### src/hdl/dgadv_pkg.sv
// Shared types and constants for the DG advection element update block.
package dgadv_pkg;

    localparam int SAMPLE_W = 24;
    localparam int COEF_W   = 16;
    localparam int INDEX_W  = 10;
    localparam int DIFF_W   = 27;
    localparam int PROD_W   = 44;
    localparam int FRAC_W   = 16;
    localparam int JOB_SLOTS = 3;

    localparam logic [COEF_W-1:0] COEF_RESET = 16'd10430;

    localparam logic signed [SAMPLE_W:0] SAMPLE_MAX = 25'sd8388607;
    localparam logic signed [SAMPLE_W:0] SAMPLE_MIN = -25'sd8388608;

    typedef logic signed [SAMPLE_W-1:0] t_sample;

    // One pending element update: upwind neighbor value and the element's two nodes.
    typedef struct packed {
        t_sample              lft;
        t_sample              u0;
        t_sample              u1;
        logic [INDEX_W-1:0]   idx;
        logic                 done;
        logic                 short_sweep;
    } t_job;

endpackage

### src/hdl/dg_advection_element_update.sv
// One explicit upwind DG step for linear advection over a streamed periodic mesh.
//
// Elements enter on the input channel (i_valid / o_stall), one per request, in
// mesh order; i_final_element marks the last one. Updated elements leave on the
// output channel (o_valid / i_stall). The update of element k is issued when
// element k+1 is accepted; the final element issues three updates: its
// predecessor, itself, and element 0 (flagged with sweep_done). A sweep of fewer
// than three elements yields a single result with short_sweep set.
// An accepted request loads a small job queue; the queue head goes through one
// pair of multipliers into a product register and then through rounding and
// saturation into the output register, which drives o_valid. Throughput is one
// element per cycle while i_stall is low; the final element of a sweep holds the
// input while its three updates drain through the single multiplier pair.
// i_stall backs up the pipeline and raises o_stall once the queue cannot take a
// new job. The coefficient is written through i_cfg_valid / i_cfg_data (always
// ready) while the block is idle (a user rule, not enforced). Synchronous reset
// restores the default coefficient, empties the pipeline and starts a new sweep.
module dg_advection_element_update #(
    parameter int MAX_ELEMENTS = 1024
) (
    input  logic                           i_clk,
    input  logic                           i_rst_n,
    input  logic                           i_valid,
    output logic                           o_stall,
    input  dgadv_pkg::t_sample             i_node_left,
    input  dgadv_pkg::t_sample             i_node_right,
    input  logic                           i_final_element,
    output logic                           o_valid,
    input  logic                           i_stall,
    output logic [dgadv_pkg::INDEX_W-1:0]  o_element_index,
    output dgadv_pkg::t_sample             o_new_left,
    output dgadv_pkg::t_sample             o_new_right,
    output logic                           o_sweep_done,
    output logic                           o_short_sweep,
    input  logic                           i_cfg_valid,
    output logic                           o_cfg_ready,
    input  logic [dgadv_pkg::COEF_W-1:0]   i_cfg_data
);
    import dgadv_pkg::*;

    localparam int CW = $clog2(MAX_ELEMENTS);
    localparam logic [CW-1:0] LAST_POS = CW'(MAX_ELEMENTS - 1);
    localparam logic [CW-1:0] ONE_POS  = CW'(1);
    localparam logic [CW-1:0] TWO_POS  = CW'(2);

    function automatic logic [INDEX_W-1:0] to_index(input logic [CW-1:0] pos);
        logic [CW+INDEX_W-1:0] wide;
        wide = {{INDEX_W{1'b0}}, pos};
        return wide[INDEX_W-1:0];
    endfunction

    // Sweep state.
    logic [COEF_W-1:0] r_step_coef;
    logic [CW-1:0]     r_count, n_count;
    t_sample           r_first_left, n_first_left;
    t_sample           r_first_right, n_first_right;
    t_sample           r_held_left, n_held_left;
    t_sample           r_held_right, n_held_right;
    t_sample           r_before_right, n_before_right;

    // Job queue, head at slot 0.
    t_job              r_job [JOB_SLOTS];
    t_job              n_job [JOB_SLOTS];
    logic [1:0]        r_job_cnt, n_job_cnt;

    // Product stage.
    logic                      r_c_valid;
    logic signed [PROD_W-1:0]  r_c_p0, r_c_p1;
    t_sample                   r_c_u0, r_c_u1;
    logic [INDEX_W-1:0]        r_c_idx;
    logic                      r_c_done, r_c_short;

    // Output register.
    logic                      r_out_valid;
    logic [INDEX_W-1:0]        r_out_idx;
    t_sample                   r_out_left, r_out_right;
    logic                      r_out_done, r_out_short;

    logic accept, out_free, out_load, c_load;
    logic fin;

    assign out_free = !r_out_valid || !i_stall;
    assign out_load = r_c_valid && out_free;
    assign c_load   = (r_job_cnt != 2'd0) && (!r_c_valid || out_free);
    assign o_stall  = !((r_job_cnt == 2'd0) || ((r_job_cnt == 2'd1) && c_load));
    assign accept   = i_valid && !o_stall;
    assign o_cfg_ready = 1'b1;

    // Sweep bookkeeping and the set of updates one element releases.
    always_comb begin
        t_job prev_job;
        n_count        = r_count;
        n_first_left   = r_first_left;
        n_first_right  = r_first_right;
        n_held_left    = r_held_left;
        n_held_right   = r_held_right;
        n_before_right = r_before_right;
        n_job          = r_job;
        n_job_cnt      = r_job_cnt;

        fin = i_final_element || (r_count == LAST_POS);

        prev_job.lft         = r_before_right;
        prev_job.u0          = r_held_left;
        prev_job.u1          = r_held_right;
        prev_job.idx         = to_index(r_count - ONE_POS);
        prev_job.done        = 1'b0;
        prev_job.short_sweep = 1'b0;

        if (c_load) begin
            n_job[0]  = r_job[1];
            n_job[1]  = r_job[2];
            n_job_cnt = r_job_cnt - 2'd1;
        end

        if (accept) begin
            if (r_count == '0) begin
                n_first_left  = i_node_left;
                n_first_right = i_node_right;
            end else if (r_count == ONE_POS) begin
                n_before_right = r_first_right;
                n_held_left    = i_node_left;
                n_held_right   = i_node_right;
            end else begin
                n_before_right = r_held_right;
                n_held_left    = i_node_left;
                n_held_right   = i_node_right;
            end

            if (!fin) begin
                n_count   = r_count + ONE_POS;
                n_job[0]  = prev_job;
                n_job_cnt = (r_count >= TWO_POS) ? 2'd1 : 2'd0;
            end else if (r_count < TWO_POS) begin
                // Too few elements for a periodic sweep: report and restart.
                n_count              = '0;
                n_job[0].lft         = '0;
                n_job[0].u0          = '0;
                n_job[0].u1          = '0;
                n_job[0].idx         = '0;
                n_job[0].done        = 1'b1;
                n_job[0].short_sweep = 1'b1;
                n_job_cnt            = 2'd1;
            end else begin
                // Predecessor, this element, then element 0 closing the ring.
                n_count              = '0;
                n_job[0]             = prev_job;
                n_job[1].lft         = r_held_right;
                n_job[1].u0          = i_node_left;
                n_job[1].u1          = i_node_right;
                n_job[1].idx         = to_index(r_count);
                n_job[1].done        = 1'b0;
                n_job[1].short_sweep = 1'b0;
                n_job[2].lft         = i_node_right;
                n_job[2].u0          = r_first_left;
                n_job[2].u1          = r_first_right;
                n_job[2].idx         = '0;
                n_job[2].done        = 1'b1;
                n_job[2].short_sweep = 1'b0;
                n_job_cnt            = 2'd3;
            end
        end
    end

    // Flux differences and their scaling by the step coefficient.
    logic signed [DIFF_W-1:0] d0, d1, lft_x, u0_x, u1_x;
    logic signed [PROD_W-1:0] p0, p1;
    logic signed [COEF_W:0]   coef_s;

    always_comb begin
        lft_x  = DIFF_W'(r_job[0].lft);
        u0_x   = DIFF_W'(r_job[0].u0);
        u1_x   = DIFF_W'(r_job[0].u1);
        d0     = (lft_x <<< 2) - (u0_x <<< 1) - u0_x - u1_x;
        d1     = (u0_x <<< 1) + u0_x - (lft_x <<< 1) - u1_x;
        coef_s = $signed({1'b0, r_step_coef});
        p0     = PROD_W'(coef_s) * PROD_W'(d0);
        p1     = PROD_W'(coef_s) * PROD_W'(d1);
    end

    // Round to nearest (ties up), add to the old node and saturate; a short sweep gives zero nodes.
    localparam int ROUND_W = PROD_W - FRAC_W;
    localparam logic signed [PROD_W-1:0] HALF_LSB = PROD_W'(1) <<< (FRAC_W - 1);

    logic signed [PROD_W-1:0]    q0, q1;
    logic signed [SAMPLE_W:0]    s0_lo, s1_lo;
    logic signed [ROUND_W:0]     sum0, sum1;
    t_sample                     new0, new1;

    function automatic t_sample saturate(input logic signed [ROUND_W:0] v);
        if (v > (ROUND_W+1)'(SAMPLE_MAX)) begin
            return SAMPLE_MAX[SAMPLE_W-1:0];
        end else if (v < (ROUND_W+1)'(SAMPLE_MIN)) begin
            return SAMPLE_MIN[SAMPLE_W-1:0];
        end
        return v[SAMPLE_W-1:0];
    endfunction

    always_comb begin
        q0    = r_c_p0 + HALF_LSB;
        q1    = r_c_p1 + HALF_LSB;
        s0_lo = (SAMPLE_W+1)'(r_c_u0);
        s1_lo = (SAMPLE_W+1)'(r_c_u1);
        sum0  = (ROUND_W+1)'($signed(q0[PROD_W-1:FRAC_W])) + (ROUND_W+1)'(s0_lo);
        sum1  = (ROUND_W+1)'($signed(q1[PROD_W-1:FRAC_W])) + (ROUND_W+1)'(s1_lo);
        new0  = r_c_short ? '0 : saturate(sum0);
        new1  = r_c_short ? '0 : saturate(sum1);
    end

    always_ff @(posedge i_clk) begin
        if (!i_rst_n) begin
            r_step_coef <= COEF_RESET;
            r_count     <= '0;
            r_job_cnt   <= 2'd0;
            r_c_valid   <= 1'b0;
            r_out_valid <= 1'b0;
        end else begin
            if (i_cfg_valid) begin
                r_step_coef <= i_cfg_data;
            end
            r_count   <= n_count;
            r_job_cnt <= n_job_cnt;
            if (c_load) begin
                r_c_valid <= 1'b1;
            end else if (out_load) begin
                r_c_valid <= 1'b0;
            end
            if (out_load) begin
                r_out_valid <= 1'b1;
            end else if (!i_stall) begin
                r_out_valid <= 1'b0;
            end
        end
    end

    always_ff @(posedge i_clk) begin
        r_first_left   <= n_first_left;
        r_first_right  <= n_first_right;
        r_held_left    <= n_held_left;
        r_held_right   <= n_held_right;
        r_before_right <= n_before_right;
        r_job          <= n_job;
        if (c_load) begin
            r_c_p0    <= p0;
            r_c_p1    <= p1;
            r_c_u0    <= r_job[0].u0;
            r_c_u1    <= r_job[0].u1;
            r_c_idx   <= r_job[0].idx;
            r_c_done  <= r_job[0].done;
            r_c_short <= r_job[0].short_sweep;
        end
        if (out_load) begin
            r_out_idx   <= r_c_idx;
            r_out_left  <= new0;
            r_out_right <= new1;
            r_out_done  <= r_c_done;
            r_out_short <= r_c_short;
        end
    end

    assign o_valid         = r_out_valid;
    assign o_element_index = r_out_idx;
    assign o_new_left      = r_out_left;
    assign o_new_right     = r_out_right;
    assign o_sweep_done    = r_out_done;
    assign o_short_sweep   = r_out_short;

endmodule
### config.mk
export PLATFORM = sky130hd
export DESIGN_NAME = dg_advection_element_update
export DESIGN_NICKNAME = d
export VERILOG_FILES = /design/src/hdl/dgadv_pkg.sv /design/src/hdl/dg_advection_element_update.sv
export SDC_FILE = /design/constraint.sdc
export NUM_CORES = 2
export LEC_CHECK = 0
export BUFFER_PORTS_ARGS = -buffer_cell sky130_fd_sc_hd__clkbuf_2
export CAP_MARGIN = 20
export CORE_MARGIN = 8
export CORE_UTILIZATION = 50
export CTS_CLUSTER_DIAMETER = 120
export CTS_CLUSTER_SIZE = 14
export DETAILED_ROUTE_END_ITERATION = 16
export GPL_ROUTABILITY_DRIVEN = 0
export GPL_TIMING_DRIVEN = 0
export PLACE_DENSITY = 0.62
export SYNTH_ARGS = -nofsm -noshare
export SYNTH_HDL_FRONTEND = slang
export SYNTH_SLANG_ARGS = --single-unit
### constraint.sdc
create_clock -name i_clk -period 15.6 [get_ports i_clk]
set_input_delay 0 -clock i_clk [delete_from_list [all_inputs] [get_ports i_clk]]
set_output_delay 0 -clock i_clk [all_outputs]
set_load 0.02 [all_outputs]
Yosys cells after proc, flatten, opt, wreduce, memory -nomap -nowiden
Index checks and enable logic that the tools add are counted.
{ "word_totals": {"in_bits": 70, "regBits": 598} }
{ "op_classes": {"add_sub_neg": 13, "n_reduce_logical": 20, "bitwise": 2, "n_mux": 27, "eq_ne": 4, "n_mul": 2, "magnitude_cmp": 6} }
{ "op_table": {"columns": ["operator", "count"], "rows": [
  ["$mux 168", 3],
  ["$mux 252", 1],
  ["$mux 24", 7],
  ["$mux 84", 2],
  ["$add 44x17->44 const B", 2],
  ["$mul 17x27->44", 2],
  ["$sub 27x24->27", 3],
  ["$add 28x24->29", 2],
  ["$gt 29x24->1 const B", 2],
  ["$lt 29x24->1 const B", 2],
  ["$sub 26x25->27", 2],
  ["$add 25x24->26", 1],
  ["$add 10x1->10 const B", 1],
  ["$eq 10x1->1 const B", 1],
  ["$eq 10x10->1 const B", 1],
  ["$ge 10x2->1 const B", 1],
  ["$logic_not 10->1", 1],
  ["$lt 10x2->1 const B", 1],
  ["$mux 10", 1],
  ["$sub 10x1->10 const B", 1],
  ["$mux 1", 9],
  ["$mux 2", 4],
  ["$reduce_bool 2->1", 3],
  ["$logic_and 1x1->1", 4],
  ["other kinds (9)", 17]
]} }

Depth between registers and ports, before layout
{ "logic_depth": {"word_depth": 8, "ltp_mapped": 37} }

Worst setup path before layout
OpenSTA, ideal clock, no wires.
{ "synth_path": {"path_type": "reg-to-reg", "startpoint": "register r_job[205] (netlist bit)", "endpoint": "register r_c_p0[43] (data pin)", "period_less_slack_ns": 9.558, "setup_time_ns": 0.260, "arrival_ns": 9.298, "path_slack_ns": 6.042, "path_stages_with_launch": 35, "cell_sequence": "edfxtp_1 inv_1 fa_1 inv_1 fa_1 inv_1 fa_1 a21o_1 a21oi_1 o211ai_1 a31oi_2 nor3_1 o31a_1 and4_1 nor4_1 buf_2 nand2_1 fa_1 fa_1 fa_1 inv_1 fa_1 fa_1 inv_1 fa_1 inv_1 ha_1 a21oi_1 nor3b_1 or3b_1 a31o_2 a311o_1 a211oi_1 o21bai_1 xnor2_1"} }
{ "synth_between": {"elab_chain_cells": 4} }
{ "synth_lines": {"columns": ["item", "line_no", "text"], "rows": [
  ["from (decl)", "dg_advection_element_update.sv:62", "t_job r_job [JOB_SLOTS];"],
  ["from (signal assigned)", "dg_advection_element_update.sv:242", "r_job <= n_job;"],
  ["$sub 26x25->27", "dg_advection_element_update.sv:174", "d0 = (lft_x <<< 2) - (u0_x <<< 1) - u0_x - u1_x;"],
  ["$sub 27x24->27 (*) (2 in series)", "dg_advection_element_update.sv:174", null],
  ["$mul 17x27->44 (*)", "dg_advection_element_update.sv:177", "p0 = PROD_W'(coef_s) * PROD_W'(d0);"],
  ["net p0[43]", "dg_advection_element_update.sv:167", "logic signed [PROD_W-1:0] p0, p1;"],
  ["to (signal assigned)", "dg_advection_element_update.sv:244", "r_c_p0 <= p0;"],
  ["to (decl)", "dg_advection_element_update.sv:68", "logic signed [PROD_W-1:0] r_c_p0, r_c_p1;"]
]} }
Mark *: on every way through the listed nets, which the timed path passes. The rest lies on a longest branch.
A chain may end at the register's enable or synchronous reset.

Worst setup path in the final report
Ends and elaborated chain as after synthesis.

==> results.md <==
- Run status: finished clean
- CORE AREA: 117,900 sq um
- Max-slew violation count: 0
- Largest registers: r_job (216), r_c_p0 (29), r_c_p1 (29)
- DP HPWL: 136,800 microns
- Max reg flops: 216
- Number of flops mapped to enable cells by yosys: 454
- Post-Syn Nets: 7,270
- Worst EP required: 15.99 ns
- RSZ-0062 raised after global routing: no
- Rel. slew slack: 15.81%
- Sequential share of the synthesized area: 26.84%
- WL final: 166,900 microns
- Vias in the first global route: 43,712
- Post-Layout Cell Count: 7,798
- Post-DR wirelength/cell: 21.40 microns
- Yosys top cell by area: fa_1
- FF-to-FF End: r_c_p0[43]$_DFFE_PP_
- GRT overflow: 0
- Layout cell share with drive strength beyond 1: 4.601%
- R2R cell count: 34
- Final setup fails: 0
- Die extent in x: 360.4 microns
- Kind of critical path: flop to flop
- Setup crit start kind: flop
- First-pass GRT wire length: 257,800 microns
- Setup_tns: 0 ns
- Largest net degree at the start of global routing: 70
- Critical Path AT: 12.10 ns
- Hold crit path type: input port to flop
- Worst R2R Setup Slack: 3.90 ns
- Die height: 360.4 microns
- Vias: 42,432
- DR vias/cell: 5.441
- CTS H-Tree Depth: 2
- Clock latency on the worst-skew pair: 0.66 ns
- Final hold vios: 0
- Setup Buffers After CTS: 0
- Tot GR Track Use: 25.69%
- # IOs: 133
- Critical Path Start: r_job[205]$_DFFE_PP_
- CTS sink cnt: 568
- MaxCap Viol Count: 0
- Ranking of synthesized cells by area: fa_1 (31%), edfxtp_1 (23%), inv_1 (7.7%)
- CP most frequent cell: fa_1
- Layout area overhead: 8.863%
- Clk root buf: clkbuf_16
- Total die area: 129,900 sq um
- CP max-delay cell: edfxtp_1
- Yosys Warn Count: 0
- Drt first pass iters: 5
- Leading cell type in the layout, fill and taps excluded: inv_1
- End of the critical path: r_c_p0[43]$_DFFE_PP_
- CTS buffer count: 48
- Reg clk slew, reported paths: 0.07 ns
- RR Startpoint: r_job[205]$_DFFE_PP_
- Top-area cell type share of the netlist area: 31.39%
- Max Buffers Root-to-Sink: 3
- Most frequent cells in the layout: inv_1 (1,213), fa_1 (930), nand2_1 (863)
- Worst Path Max Fanout: 10
- Row count: 126
- DRT iter0 DRCs: 3,537
- Tcrit/Tclk final: 75.02%
- Flops & latches, synth: 568
- Mapped Area: 59,310 sq um
- Yosys cell types: 89
- # port buffers: 130
- Worst Max-Slew Pin Slew: 1.259 ns
- CTS tree: yes
- Synthesized area per cell: 9.993 sq um
- Min Tclk post-route: 11.70 ns
- Crit-path max cell delay: 0.69 ns
- Asr flop ratio synth: 0%
- Number of routed nets with antenna violations: 0
- Post-Syn Instances: 5,935
- F_max: 85.45 MHz
- Register name with the most flops: r_job
- Initial antenna violation count: 11
- Starting density of the core: 50.29%
- Synth Flop Type: edfxtp_1
- Setup Skew: 0.02274 ns
- Critical Path End Type: flop
- Drt drc: 0
- Placed Cells incl. Taps: 7,631
- NumNets Final: 7,556
==> how the worst min path moves through the flow <==
stage	cells after the start	start	slack, ns	end
finish	4	i_cfg_data[1]	0.10	r_step_coef[1]$_SDFFE_PN1P_
global route	2	i_node_left[13]	0.08	r_first_left[13]$_DFFE_PP_
floorplan	0	i_node_left[0]	0.1	r_first_left[0]$_DFFE_PP_
detailed placement	1	i_node_left[12]	0.21	r_first_left[12]$_DFFE_PP_
global placement	1	i_node_left[23]	0.21	r_first_left[23]$_DFFE_PP_
CTS	2	i_node_left[22]	0.07	r_held_left[22]$_DFFE_PP_
==> routing by layer <==
layer | GRT usage, % | vias to the layer above | part of all wire (%)
met4 | 8.592 | 0 | 4.0
met1 | 35.04 | 21464 | 42
met3 | 4.535 | 262 | 7.5
li1 | - | 19181 | -
met2 | 41.71 | 1525 | 46
met5 | 0 | - | 0
==> kinds of logic (layout without fill, tap and decap cells) <==
| kind of cell | count (synthesis) | in the layout | synth area share, % |
|---|---|---|---|
| compound gates | 646 | 646 | 6.876 |
| simple gates | 1642 | 1642 | 13.11 |
| flops | 568 | 568 | 26.84 |
| xor+xnor | 231 | 231 | 3.411 |
| other cells | 1 | 3 | 0.006323 |
| fa+ha+maj | 1265 | 1265 | 38.46 |
| mux | 115 | 115 | 1.992 |
| buf+inv | 1467 | 1792 | 9.310 |
==> Yosys cell counts (16+ instances only) <==
master    number
nand2_1      864
a21o_1        51
and2_1       365
mux2_2        24
mux2i_1       91
inv_1       1213
nor3_1        36
o21a_1        16
o21bai_1      18
a211oi_1      23
o21ai_0       64
o31ai_1       27
fa_1         930
nand3_1       66
dfxtp_1      114
a21oi_1      223
o21ai_1       87
ha_1         335
nor2_1       117
edfxtp_1     454
nor2b_1       35
nand4_1       40
xor2_1        72
clkbuf_1     236
xnor2_1      159
nand2b_1      18
and3_1        32
==> per-stage QoR <==
step	instance area (sq um)	hold slack [ns]	util, %	worst slack [ns]
detailed placement	62330	0.2147	52.86	3.972
finish	64560	0.1045	54.75	3.897
global placement	61880	0.2145	52.47	3.769
global route	64560	0.07824	54.75	3.351
floorplan	59310	0.09887	-	6.042
CTS	64550	0.07163	54.74	3.935
==> critical path, delay by kind of cell, from the launching register on <==
family	cells	cell delay, ns
compound gates	11	3.43
xor+xnor	1	0.14
fa+ha+maj	10	4.88
buf+inv	7	1.06
flops	1	0.69
simple gates	5	1.21
==> area by class of cell <==
type	instances	area, sq um
plain buffers	252	963.4
multi-input cells	3900	37920
diodes	2	5.005
inverters	1215	4561
clock inverters	8	132.6
repair buffers	236	1814
flip-flops and latches	568	15920
fillers	10557	53360
well taps	1536	1922
clock buffers	81	1335
==> what timing repair did <==
| item | 4_1_cts | 5_1_grt |
|---|---|---|
| resized for setup | 0 | 0 |
| hold endpoints to repair | 260 | 0 |
| hold buffers | 75 | 0 |
Power is not shown: default switching activity piles up to over one toggle a cycle in this logic, so the estimate is an artifact.
